--- src/rtl/dasd_pkg.sv ---
// ----------------------------------------------------------------------------
// dasd_pkg
// Shared types, operation codes and calendar tables for the date register.
// ----------------------------------------------------------------------------
package dasd_pkg;

  // Operation codes carried on the request func field
  localparam logic [1:0] FUNC_SET = 2'd0;
  localparam logic [1:0] FUNC_ADD = 2'd1;
  localparam logic [1:0] FUNC_SUB = 2'd2;

  // Reset date
  localparam logic [4:0]  RESET_DAY   = 5'd1;
  localparam logic [3:0]  RESET_MONTH = 4'd1;
  localparam logic [15:0] RESET_YEAR  = 16'd2000;

  localparam logic [3:0] MONTH_JAN = 4'd1;
  localparam logic [3:0] MONTH_FEB = 4'd2;
  localparam logic [3:0] MONTH_DEC = 4'd12;

  localparam logic [4:0] FEB_LEAP_LEN = 5'd29;

  // Month lengths in a common year, January first
  localparam logic [11:0][4:0] MONTH_LEN = {
    5'd31, 5'd30, 5'd31, 5'd30, 5'd31, 5'd31,
    5'd30, 5'd31, 5'd30, 5'd31, 5'd28, 5'd31
  };

  // Commands from the controller to the datapath
  typedef enum logic [2:0] {
    CMD_NONE,
    CMD_SET,
    CMD_LOAD,
    CMD_ADD,
    CMD_SUB
  } cmd_e;

  typedef struct packed {
    cmd_e op;
    logic out_load;
  } ctrl_cmd_t;

  typedef struct packed {
    logic days_zero;
  } ctrl_status_t;

  // Build a 256-entry table of (i * step) mod 25, step below 25
  function automatic logic [255:0][4:0] build_mod25(input int unsigned step);
    logic [255:0][4:0] tab;
    int unsigned r;
    r = 0;
    for (int i = 0; i < 256; i++) begin
      tab[i] = 5'(r);
      r = r + step;
      if (r >= 25) r = r - 25;
    end
    return tab;
  endfunction

  // Residues mod 25 of the low byte and of the high byte times 256
  localparam logic [255:0][4:0] MOD25_LO = build_mod25(1);
  localparam logic [255:0][4:0] MOD25_HI = build_mod25(256 % 25);

  // Gregorian leap test; divisible by 100 is divisible by 4 and by 25,
  // divisible by 400 is divisible by 16 and by 25
  function automatic logic is_leap(input logic [15:0] y);
    logic [5:0] s;
    logic       div25;
    s     = {1'b0, MOD25_HI[y[15:8]]} + {1'b0, MOD25_LO[y[7:0]]};
    div25 = (s == 6'd0) || (s == 6'd25);
    return ((y[1:0] == 2'd0) && !div25) || ((y[3:0] == 4'd0) && div25);
  endfunction

  // Days in month m (1..12); February follows the leap flag
  function automatic logic [4:0] month_len(input logic [3:0] m, input logic leap);
    logic [4:0] len;
    if (m == MONTH_FEB && leap) begin
      len = FEB_LEAP_LEN;
    end else if (m >= MONTH_JAN && m <= MONTH_DEC) begin
      len = MONTH_LEN[m - MONTH_JAN];
    end else begin
      len = MONTH_LEN[0];
    end
    return len;
  endfunction

endpackage

--- src/rtl/date_add_subtract_days.sv ---
// ----------------------------------------------------------------------------
// date_add_subtract_days
// Gregorian date register with set, add-days and subtract-days requests.
// ----------------------------------------------------------------------------
// The block holds a date (reset 2000-01-01) and answers every request with
// the date held after it. A set or unused-code request goes from acceptance
// straight to the done state; an add or subtract of N days (N up to 65535)
// first runs the month step loop, which walks one calendar month per cycle.
// One request is in work at a time; a finished result waits in the output
// register while the next request is accepted. The year wraps modulo 65536
// and year_wrapped_o flags a wrap within the request.
module date_add_subtract_days (
  input  logic        clk_i,
  input  logic        rst_ni,
  input  logic        in_valid_i,
  output logic        in_stall_o,
  input  logic [1:0]  func_i,
  input  logic [15:0] days_count_i,
  input  logic [4:0]  new_day_i,
  input  logic [3:0]  new_month_i,
  input  logic [15:0] new_year_i,
  output logic        out_valid_o,
  input  logic        out_stall_i,
  output logic [4:0]  day_out_o,
  output logic [3:0]  month_out_o,
  output logic [15:0] year_out_o,
  output logic        year_wrapped_o
);

  dasd_pkg::ctrl_cmd_t    cmd;
  dasd_pkg::ctrl_status_t status;

  // Sequence requests
  dasd_ctrl u_ctrl (
    .clk_i       (clk_i),
    .rst_ni      (rst_ni),
    .in_valid_i  (in_valid_i),
    .in_stall_o  (in_stall_o),
    .func_i      (func_i),
    .out_valid_o (out_valid_o),
    .out_stall_i (out_stall_i),
    .cmd_o       (cmd),
    .status_i    (status)
  );

  // Hold and step the date
  dasd_datapath u_datapath (
    .clk_i          (clk_i),
    .rst_ni         (rst_ni),
    .cmd_i          (cmd),
    .status_o       (status),
    .days_count_i   (days_count_i),
    .new_day_i      (new_day_i),
    .new_month_i    (new_month_i),
    .new_year_i     (new_year_i),
    .day_out_o      (day_out_o),
    .month_out_o    (month_out_o),
    .year_out_o     (year_out_o),
    .year_wrapped_o (year_wrapped_o)
  );

endmodule

--- src/rtl/dasd_datapath.sv ---
// ----------------------------------------------------------------------------
// dasd_datapath
// Date registers, remaining day count and the one-month step logic.
// ----------------------------------------------------------------------------
module dasd_datapath (
  input  logic                  clk_i,
  input  logic                  rst_ni,
  input  dasd_pkg::ctrl_cmd_t   cmd_i,
  output dasd_pkg::ctrl_status_t status_o,
  input  logic [15:0]           days_count_i,
  input  logic [4:0]            new_day_i,
  input  logic [3:0]            new_month_i,
  input  logic [15:0]           new_year_i,
  output logic [4:0]            day_out_o,
  output logic [3:0]            month_out_o,
  output logic [15:0]           year_out_o,
  output logic                  year_wrapped_o
);

  logic [4:0]  day_q, day_d;
  logic [3:0]  month_q, month_d;
  logic [15:0] year_q, year_d;
  logic [15:0] days_q, days_d;
  logic        wrap_q, wrap_d;

  logic [4:0]  out_day_q;
  logic [3:0]  out_month_q;
  logic [15:0] out_year_q;
  logic        out_wrap_q;

  logic [4:0]  cur_len;
  logic [4:0]  prev_len;
  logic [4:0]  left;
  logic [3:0]  set_month;
  logic [4:0]  set_len;
  logic [4:0]  set_day;
  logic        cur_leap;

  // Month lengths for the held date and for the month before it
  always_comb begin
    cur_leap = dasd_pkg::is_leap(year_q);
    cur_len  = dasd_pkg::month_len(month_q, cur_leap);
    if (month_q == dasd_pkg::MONTH_JAN) begin
      prev_len = dasd_pkg::month_len(dasd_pkg::MONTH_DEC, 1'b0);
    end else begin
      prev_len = dasd_pkg::month_len(month_q - 4'd1, cur_leap);
    end
    left = cur_len - day_q;
  end

  // Clamp a written date into a valid one
  always_comb begin
    if (new_month_i < dasd_pkg::MONTH_JAN) begin
      set_month = dasd_pkg::MONTH_JAN;
    end else if (new_month_i > dasd_pkg::MONTH_DEC) begin
      set_month = dasd_pkg::MONTH_DEC;
    end else begin
      set_month = new_month_i;
    end
    set_len = dasd_pkg::month_len(set_month, dasd_pkg::is_leap(new_year_i));
    if (new_day_i == 5'd0) begin
      set_day = 5'd1;
    end else if (new_day_i > set_len) begin
      set_day = set_len;
    end else begin
      set_day = new_day_i;
    end
  end

  // Next state of the date and of the remaining count
  always_comb begin
    day_d   = day_q;
    month_d = month_q;
    year_d  = year_q;
    days_d  = days_q;
    wrap_d  = wrap_q;
    case (cmd_i.op)
      dasd_pkg::CMD_SET: begin
        day_d   = set_day;
        month_d = set_month;
        year_d  = new_year_i;
        days_d  = '0;
        wrap_d  = 1'b0;
      end
      dasd_pkg::CMD_LOAD: begin
        days_d = days_count_i;
        wrap_d = 1'b0;
      end
      dasd_pkg::CMD_ADD: begin
        if (days_q > {11'd0, left}) begin
          // advance to the first of the next month
          days_d = days_q - {11'd0, left} - 16'd1;
          day_d  = 5'd1;
          if (month_q == dasd_pkg::MONTH_DEC) begin
            month_d = dasd_pkg::MONTH_JAN;
            year_d  = year_q + 16'd1;
            if (year_q == 16'hFFFF) wrap_d = 1'b1;
          end else begin
            month_d = month_q + 4'd1;
          end
        end else begin
          day_d  = day_q + days_q[4:0];
          days_d = '0;
        end
      end
      dasd_pkg::CMD_SUB: begin
        if (days_q >= {11'd0, day_q}) begin
          // drop back to the last day of the previous month
          days_d = days_q - {11'd0, day_q};
          day_d  = prev_len;
          if (month_q == dasd_pkg::MONTH_JAN) begin
            month_d = dasd_pkg::MONTH_DEC;
            year_d  = year_q - 16'd1;
            if (year_q == 16'd0) wrap_d = 1'b1;
          end else begin
            month_d = month_q - 4'd1;
          end
        end else begin
          day_d  = day_q - days_q[4:0];
          days_d = '0;
        end
      end
      default: begin
      end
    endcase
  end

  // Hold the date
  always_ff @(posedge clk_i or negedge rst_ni) begin
    if (!rst_ni) begin
      day_q   <= dasd_pkg::RESET_DAY;
      month_q <= dasd_pkg::RESET_MONTH;
      year_q  <= dasd_pkg::RESET_YEAR;
      days_q  <= '0;
      wrap_q  <= 1'b0;
    end else begin
      day_q   <= day_d;
      month_q <= month_d;
      year_q  <= year_d;
      days_q  <= days_d;
      wrap_q  <= wrap_d;
    end
  end

  // Capture the result for the output channel
  always_ff @(posedge clk_i) begin
    if (cmd_i.out_load) begin
      out_day_q   <= day_q;
      out_month_q <= month_q;
      out_year_q  <= year_q;
      out_wrap_q  <= wrap_q;
    end
  end

  assign status_o.days_zero = (days_q == 16'd0);

  assign day_out_o      = out_day_q;
  assign month_out_o    = out_month_q;
  assign year_out_o     = out_year_q;
  assign year_wrapped_o = out_wrap_q;

endmodule

--- src/rtl/dasd_ctrl.sv ---
// ----------------------------------------------------------------------------
// dasd_ctrl
// Sequencer: accepts a request, steps the datapath one month per cycle on an
// add or subtract and hands the result to the output register.
// ----------------------------------------------------------------------------
module dasd_ctrl (
  input  logic                   clk_i,
  input  logic                   rst_ni,
  input  logic                   in_valid_i,
  output logic                   in_stall_o,
  input  logic [1:0]             func_i,
  output logic                   out_valid_o,
  input  logic                   out_stall_i,
  output dasd_pkg::ctrl_cmd_t    cmd_o,
  input  dasd_pkg::ctrl_status_t status_i
);

  typedef enum logic [3:0] {
    S_IDLE = 4'b0001,
    S_ADD  = 4'b0010,
    S_SUB  = 4'b0100,
    S_DONE = 4'b1000
  } state_e;

  state_e state_q, state_d;
  logic   out_valid_q, out_valid_d;
  logic   out_free;
  logic   accept;

  assign in_stall_o = (state_q != S_IDLE);
  assign accept     = in_valid_i && (state_q == S_IDLE);
  assign out_free   = !out_valid_q || !out_stall_i;

  // Sequence the request
  always_comb begin
    state_d         = state_q;
    cmd_o.op        = dasd_pkg::CMD_NONE;
    cmd_o.out_load  = 1'b0;
    case (state_q)
      S_IDLE: begin
        if (accept) begin
          case (func_i)
            dasd_pkg::FUNC_SET: begin
              cmd_o.op = dasd_pkg::CMD_SET;
              state_d  = S_DONE;
            end
            dasd_pkg::FUNC_ADD: begin
              cmd_o.op = dasd_pkg::CMD_LOAD;
              state_d  = S_ADD;
            end
            dasd_pkg::FUNC_SUB: begin
              cmd_o.op = dasd_pkg::CMD_LOAD;
              state_d  = S_SUB;
            end
            default: begin
              // unused code: date unchanged, wrap flag cleared
              cmd_o.op = dasd_pkg::CMD_LOAD;
              state_d  = S_DONE;
            end
          endcase
        end
      end
      S_ADD: begin
        if (status_i.days_zero) begin
          state_d = S_DONE;
        end else begin
          cmd_o.op = dasd_pkg::CMD_ADD;
        end
      end
      S_SUB: begin
        if (status_i.days_zero) begin
          state_d = S_DONE;
        end else begin
          cmd_o.op = dasd_pkg::CMD_SUB;
        end
      end
      S_DONE: begin
        if (out_free) begin
          cmd_o.out_load = 1'b1;
          state_d        = S_IDLE;
        end
      end
      default: begin
        state_d = S_IDLE;
      end
    endcase
  end

  // Track the output register
  always_comb begin
    out_valid_d = out_valid_q;
    if (out_valid_q && !out_stall_i) out_valid_d = 1'b0;
    if (cmd_o.out_load) out_valid_d = 1'b1;
  end

  always_ff @(posedge clk_i or negedge rst_ni) begin
    if (!rst_ni) begin
      state_q     <= S_IDLE;
      out_valid_q <= 1'b0;
    end else begin
      state_q     <= state_d;
      out_valid_q <= out_valid_d;
    end
  end

  assign out_valid_o = out_valid_q;

endmodule

--- config.mk ---
export PLATFORM = sky130hd
export DESIGN_NAME = date_add_subtract_days
export DESIGN_NICKNAME = d
export VERILOG_FILES = /design/src/rtl/dasd_pkg.sv /design/src/rtl/date_add_subtract_days.sv /design/src/rtl/dasd_datapath.sv /design/src/rtl/dasd_ctrl.sv
export SDC_FILE = /design/constraint.sdc
export NUM_CORES = 1
export LEC_CHECK = 0
export BUFFER_PORTS_ARGS = -buffer_cell sky130_fd_sc_hd__buf_4
export CAP_MARGIN = 10
export CORE_MARGIN = 2
export CORE_UTILIZATION = 39
export CTS_CLUSTER_SIZE = 30
export DETAILED_ROUTE_END_ITERATION = 7
export PLACE_DENSITY = 0.53
export SLEW_MARGIN = 30
export SYNTH_ARGS = -nofsm -noshare
export SYNTH_HDL_FRONTEND = slang
export SYNTH_SLANG_ARGS = --single-unit
--- constraint.sdc ---
create_clock -name clk_i -period 6.7 [get_ports clk_i]
set_input_delay 0.335 -clock clk_i [delete_from_list [all_inputs] [get_ports clk_i]]
set_output_delay 0.335 -clock clk_i [all_outputs]
set_load 0.005 [all_outputs]
* Word level (Yosys, flattened, before mapping)
Memory sizes are Yosys's and may differ from the RTL's.
Index checks and enable logic that the tools add are counted.
** Operators by class
- $add $sub $neg :: 14
- $lt $le $gt $ge :: 18
- Eq/ne operators :: 28
- Muxes and demuxes :: 55
- Reduce and logical (&&, ||, !) cells :: 41
** Operator list (number)
- 2-to-1 mux 16 bit :: 6
- 2-to-1 mux 5 bit :: 18
- case mux 16 bit (4 select lines) :: 1
- case mux 16 bit (3 select lines) :: 1
- less-than comparator 8 x 9 -> 1 bit (second input constant) :: 4
- 2-to-1 mux 4 bit :: 9
- zero test 16 bit :: 2
- subtractor 16 x 1 -> 16 bit (second input constant) :: 2
- subtractor 16 x 5 -> 16 bit :: 2
- case mux 4 bit (3 select lines) :: 2
- != test 2 x 1 -> 1 bit (second input constant) :: 9
- adder 16 x 1 -> 16 bit (second input constant) :: 1
- equality test 16 bit (second input constant) :: 1
- equality test 4 x 2 -> 1 bit (second input constant) :: 4
- >= comparator 16 x 5 -> 1 bit :: 1
- greater-than comparator 16 x 5 -> 1 bit :: 1
- less-than comparator 4 x 5 -> 1 bit (second input constant) :: 3
- case mux 5 bit (3 select lines) :: 1
- adder 5 x 5 -> 6 bit :: 2
- equality test 6 x 5 -> 1 bit (second input constant) :: 2
- >= comparator 4 x 1 -> 1 bit (second input constant) :: 3
- less-or-equal comparator 4 bit (second input constant) :: 3
- logical AND 1 bit :: 12
- zero test 6 bit :: 2
- 34 further kinds :: 64
** Storage, ports and cells
- Memory bits (read-only) :: 5360
- Register bits after elaboration :: 73
- Word-level logic and storage cells :: 174
- Memories kept :: 7
- Input port bits :: 47
** Memory list
- (no name shown) :: words 256, bits a word 5, read ports 1, clocked after Yosys merged registers in 0, wr ports 0, line dasd_pkg.sv:69 : s = {1'b0, MOD25_HI[y[15:8]]} + {1'b0, MOD25_LO[y[7:0]]};
- (no name shown) :: words 256, bits a word 5, read ports 1, clocked after Yosys merged registers in 0, wr ports 0, line dasd_pkg.sv:69
- (no name shown) :: words 256, bits a word 5, read ports 1, clocked after Yosys merged registers in 0, wr ports 0, line dasd_pkg.sv:69
- (no name shown) :: words 256, bits a word 5, read ports 1, clocked after Yosys merged registers in 0, wr ports 0, line dasd_pkg.sv:69
- (no name shown) :: words 16, bits a word 5, read ports 1, clocked after Yosys merged registers in 0, wr ports 0, line dasd_pkg.sv:80 : len = MONTH_LEN[m - MONTH_JAN];
- (no name shown) :: words 16, bits a word 5, read ports 1, clocked after Yosys merged registers in 0, wr ports 0, line dasd_pkg.sv:80
- +1 memories

* Logic depth before layout (Yosys ltp)
- Depth after elaboration :: 15
- Gate-level depth with buffers :: 36
- Mapped depth without buffers :: 32

* Hierarchy
From an unflattened synthesis, not the netlist that was laid out.
** Second synthesis, totals
- Cells, all modules :: 1723
- Area, all modules :: 12000.3 µm²
** By module, submodules not included
- dasd_datapath :: cells an instance 1683, area an instance 11617.4 µm², instances 1
- dasd_ctrl :: cells an instance 40, area an instance 382.9 µm², instances 1

* Worst setup path before layout
OpenSTA, ideal clock, no wires.
- Kind :: register to register
- From :: register u_datapath.year_q[8]
- To :: register u_datapath.year_q[0]
- Slack :: -0.448 ns
- Buffers on the path :: 5
- Clock period less this slack :: 7.148 ns
- Arrival time :: 7.061 ns
- Setup time :: 0.087 ns
- Cell stages (with the launch flop) :: 34
- Data required time :: 6.613 ns
- Cells stage by stage :: dfstp_2 clkbuf_1 inv_1 ha_1 clkbuf_1 clkbuf_1 a21oi_1 xnor2_1 nor2_1 a211oi_1 a21oi_1 a21oi_1 o21ai_0 fa_1 a21o_1 a21oi_1 mux4_2 nand3_1 and4_1 a31oi_1 fa_1 nor3_1 xnor2_1 ha_1 nor2b_1 o22ai_1 a21oi_1 nor3_1 a311oi_1 and3_1 clkbuf_1 buf_2 nand3_1 o211ai_1
** Between the ends
- Word-level cells in the longest chain between the ends :: 14
- Elaborated cells on any way between the ends :: 16
- Classes of those cells :: add/sub (2); order compare (1); eq/ne (2); mux (2); reduce/logical (8); memory (1)
** RTL lines
- start, declared :: line dasd_datapath.sv:22 : logic [15:0] year_q, year_d;
- start signal, assigned :: line dasd_datapath.sv:133 : year_q <= dasd_pkg::RESET_YEAR;
- start signal, assigned :: line dasd_datapath.sv:139 : year_q <= year_d;
- memory (256 x 5 bit) *
- 2-to-1 mux 5 bit (not written as such) * :: line dasd_pkg.sv:69
- adder 5 x 5 -> 6 bit * :: line dasd_pkg.sv:69
- equality test 6 x 5 -> 1 bit / zero test 6 bit (equally long branches) :: line dasd_pkg.sv:70 : div25 = (s == 6'd0) || (s == 6'd25);
- logical OR 1 bit * :: line dasd_pkg.sv:70
- zero test 1 bit :: line dasd_pkg.sv:71 : return ((y[1:0] == 2'd0) && !div25) || ((y[3:0] == 4'd0) && div25);
- logical AND 1 bit :: line dasd_pkg.sv:71
- logical OR 1 bit * :: line dasd_pkg.sv:71
- logical AND 1 bit * :: line dasd_pkg.sv:77 : if (m == MONTH_FEB && leap) begin
- 2-to-1 mux 5 bit * :: line dasd_pkg.sv:77
- subtractor 5 bit * :: line dasd_datapath.sv:48 : left = cur_len - day_q;
- greater-than comparator 16 x 5 -> 1 bit * :: line dasd_datapath.sv:90 : if (days_q > {11'd0, left}) begin
- != test 2 x 1 -> 1 bit (no source line) *
- AND reduction 5 bit (no source line) *
Every way passes the cells marked *; elsewhere a longest branch is shown, timed or not. The select of a mux whose other input is x is not followed.
A chain may end at the register's enable or synchronous reset.

* Worst setup path in the final report
- From :: register u_datapath.year_q[8]
- To :: register u_datapath.days_q[15]
** Between the ends
- Word-level cells in the longest chain between the ends :: 15
- Elaborated cells on any way between the ends :: 18
- Classes of those cells :: add/sub (4); order compare (1); eq/ne (1); mux (4); reduce/logical (7); memory (1)
** RTL lines
- memory (256 x 5 bit) *
- 2-to-1 mux 5 bit (not written as such) * :: line dasd_pkg.sv:69
- adder 5 x 5 -> 6 bit * :: line dasd_pkg.sv:69
- equality test 6 x 5 -> 1 bit / zero test 6 bit (equally long branches) :: line dasd_pkg.sv:70
- logical OR 1 bit * :: line dasd_pkg.sv:70
- zero test 1 bit :: line dasd_pkg.sv:71
- logical AND 1 bit :: line dasd_pkg.sv:71
- logical OR 1 bit * :: line dasd_pkg.sv:71
- logical AND 1 bit * :: line dasd_pkg.sv:77
- 2-to-1 mux 5 bit * :: line dasd_pkg.sv:77
- subtractor 5 bit * :: line dasd_datapath.sv:48
- subtractor 16 x 5 -> 16 bit :: line dasd_datapath.sv:92 : days_d = days_q - {11'd0, left} - 16'd1;
- subtractor 16 x 1 -> 16 bit :: line dasd_datapath.sv:92
- 2-to-1 mux 16 bit * :: line dasd_datapath.sv:90
- case mux 16 bit (4 select lines) * :: line dasd_datapath.sv:77 : case (cmd_i.op)
- end signal, assigned :: line dasd_datapath.sv:140 : days_q <= days_d;
- end, declared :: line dasd_datapath.sv:23 : logic [15:0] days_q, days_d;
Marked as above.

==> out/results.txt <==
sequential fraction of the synthesis area - 16.5%
number of routed nets with antenna violations - 0
Cell variety after synth - 77
Die Width - 179 um
dpl hpwl - 29600 um
Power, Total - 0.00705 W
Sw Pwr - 0.00365 W
average via count per standard cell - 6.14
Reg clk slew, reported paths - 0.07 ns
most area-hungry cell type in the Yosys netlist - ha_1
root buffer cell - clkbuf_16
GRT overflow - 0
initial antenna violation count - 0
worst min path class - input pin to async pin
Met2 Wirelength - 19500 um
area of the mapped netlist - 11900 sq um
Worst Path Arrival - 6.76 ns
CTS Sinks - 73
setup_tns - 0 ns
max-slew violation count - 0
Max-Cap Viols - 0
WS Path Type - flip-flop to flip-flop
Syn Nets - 1861
worst-skew pair later-pin latency - 0.36 ns
M1 WL - 18900 um
skew final - 0.00894 ns
Synth top cells by count - a21oi_1, nand2_1, nor2_1
most used cell, CP - a221o_1
worst flop-to-flop path startpoint - u_datapath.year_q[8]
first-pass GRT wire length - 65200 um
antenna fix cells - 0
final period demand of the worst path - 6.52 ns
drt pass-1 iters - 5
startpoint types - flip-flop
Core ar. - 30300 sq um
clock buffer depth - 2
Net Sw Frac - 51.9%
CTS tree - built
Initial Util - 39.3%
uppermost layer routed - met4
final worst-path cycle share - 97.3%
headroom to the max-slew limit - 39.5%
# fillers - 3080
Int Pwr - 0.00339 W
PD cells - 509 nW/um^2
GPL Wtd Cong - 0.906
fmax - 0.153 GHz
Area growth, synth to finish - 16.1%
IR drop worst, VDD - 0.244 mV
Port-buffer cells - 74
Iteration-0 DRC Markers - 1176
total track usage - 25.3%
DR WL met3 - 2230 um
most frequent cell after synthesis - a21oi_1
vias in the first global route - 11789
Hold Vio Cnt, Final - 0
max incr delay on CP - 0.55 ns
WP data required - 6.95 ns
CTS buffer count - 9
final wirelength - 41600 um
R2R cell count - 30
outcome - finished clean
share of cells above drive strength 1 - 17.3%
number of synthesized flops with an enable pin - 26
IO Pins - 75
die height - 179 um
top post-synthesis cells by area - ha_1, a21oi_1, dfrtp_1, o21ai_0, edfxtp_1
WL per Instance - 19.3 um
Seq pwr share - 13.3%
residual DRC count - 0
Cells after Synth - 1705
H-tree levels - 3
post-synthesis async set-or-reset flop share - 64.4%
Slowest cell on crit path - mux4_2
Logic pwr share - 79.9%
largest net degree at the start of global routing - 71
Synth top area share - 10.6%
Most used DFF post-synth - dfrtp_1
Die Footprint - 32000 sq um
routed via count - 13205
CP endpoint kind - flip-flop
synthesized flop and latch total - 73
Synth Area per Inst - 7.00 sq um
setup slack, reg-to-reg - 0.18 ns
R2R Path End - u_datapath.days_q[15]
LEAKAGE - 5.57 nW
row count - 64
endpoints failing setup - 0
power share of the clock group - 6.8%
NumNets Final - 1904
worst-path fanout max - 7
Warnings, synthesis - 0
measured slew at the worst slew-check pin - 0.895 ns
worst max path at each step:
stage	slack [ns]	to	startpoint
2_1_floorplan	0.01	u_datapath.days_q[15]	u_datapath.year_q[8]
3_3_place_gp	-0.10	u_datapath.days_q[15]	u_datapath.year_q[8]
3_5_place_dp	-0.14	u_datapath.days_q[15]	u_datapath.year_q[8]
4_1_cts	0.0009	u_datapath.days_q[15]	u_datapath.year_q[8]
5_1_grt	-0.02	u_datapath.year_q[15]	u_datapath.year_q[8]
6_report	0.18	u_datapath.days_q[15]	u_datapath.year_q[8]
placed cells by master (no fill, tap or decap), types with 26 or more instances in the layout:
cell      instances
buf_4           172
o21ai_0         160
nor3_1           35
a21oi_1         199
o211ai_1         29
nor2_1          182
nand3_1          33
nand2_1         189
edfxtp_1         26
dfrtp_1          37
inv_1            52
xnor2_1          28
ha_1             88
a31oi_1          30
a211oi_1         40
flip-flops by register name, indices dropped and copies added, names as in the netlist:
| register | count |
|---|---|
| u_datapath.year_out_o | 16 |
| u_datapath.days_q | 16 |
| u_datapath.year_wrapped_o | 1 |
| u_datapath.month_q | 4 |
| u_datapath.day_q | 5 |
| u_datapath.year_q | 16 |
| u_ctrl.state_q | 4 |
| u_ctrl.out_valid_o | 1 |
| u_datapath.month_out_o | 4 |
| u_datapath.wrap_q | 1 |
| u_datapath.day_out_o | 5 |
worst max-delay path, delay by kind of cell, from the launching register on:
kind	cells	cell delay (ns)
simple gates	4	0.53
flops	1	0.40
mux	2	1.06
fa+ha+maj	6	1.57
buf+inv	6	0.63
compound gates	12	2.25
cell type report:
class / instances / area (sq um) / share of cell area, %
multi-input combinational: 1419 / 9420 / 68.0
sequential: 73 / 1970 / 14.2
clock inverter: 6 / 42.5 / 0.307
tap: 396 / 495 / 3.58
clock buffer: 10 / 229 / 1.65
inverter: 64 / 246 / 1.78
timing repair buffer: 181 / 1450 / 10.5
per-stage QoR:
step | setup WS (ns) | hold WS (ns) | instance area [sq um] | cells | utilization, %
after detailed placement | -0.139 | 0.420 | 13200 | 2120 | 43.4
after global placement | -0.101 | 0.413 | 13200 | 2119 | 43.3
after CTS | 0.000938 | 0.0328 | 13500 | 2136 | 44.4
after global routing | -0.0250 | 0.0390 | 13900 | 2149 | 45.6
after floorplan | 0.0116 | 0.0394 | 12000 | 1705 | -
final | 0.181 | 0.00189 | 13900 | 2149 | 45.6
repair_timing:
action	CTS	global route
gates cloned	0	1
setup endpoints to repair	23	38
setup buffers	0	12
hold buffers	0	0
resized for setup	9	62
pin swaps	2	30
power groups by stage:
stage	sequential, W	combinational [W]	clock (W)
after floorplan	0.000792	0.00365	0
after global placement	0.000935	0.00497	0
after detailed placement	0.000930	0.00498	0
after CTS	0.000925	0.00505	0.000486
after global routing	0.000967	0.00620	0.000501
final	0.000937	0.00563	0.000476
cell families after synthesis:
kind of cell | after synthesis | synth area share [%]
AND/OR/NAND/NOR | 566 | 21.8
XOR/XNOR | 41 | 3.01
adder cells (fa/ha/maj) | 109 | 11.9
flip-flops | 73 | 16.5
multiplexers | 41 | 5.10
AO/OA/AOI/OAI | 662 | 34.7
buffers and inverters | 213 | 6.94
per-layer routing:
layer	up-vias	global-route usage, %
met3	62	2.04
met5	-	0
met1	6310	35.7
met2	439	41.3
met4	0	7.18
li1	6394	-
Note: power is estimated with default switching activity, not from simulation.
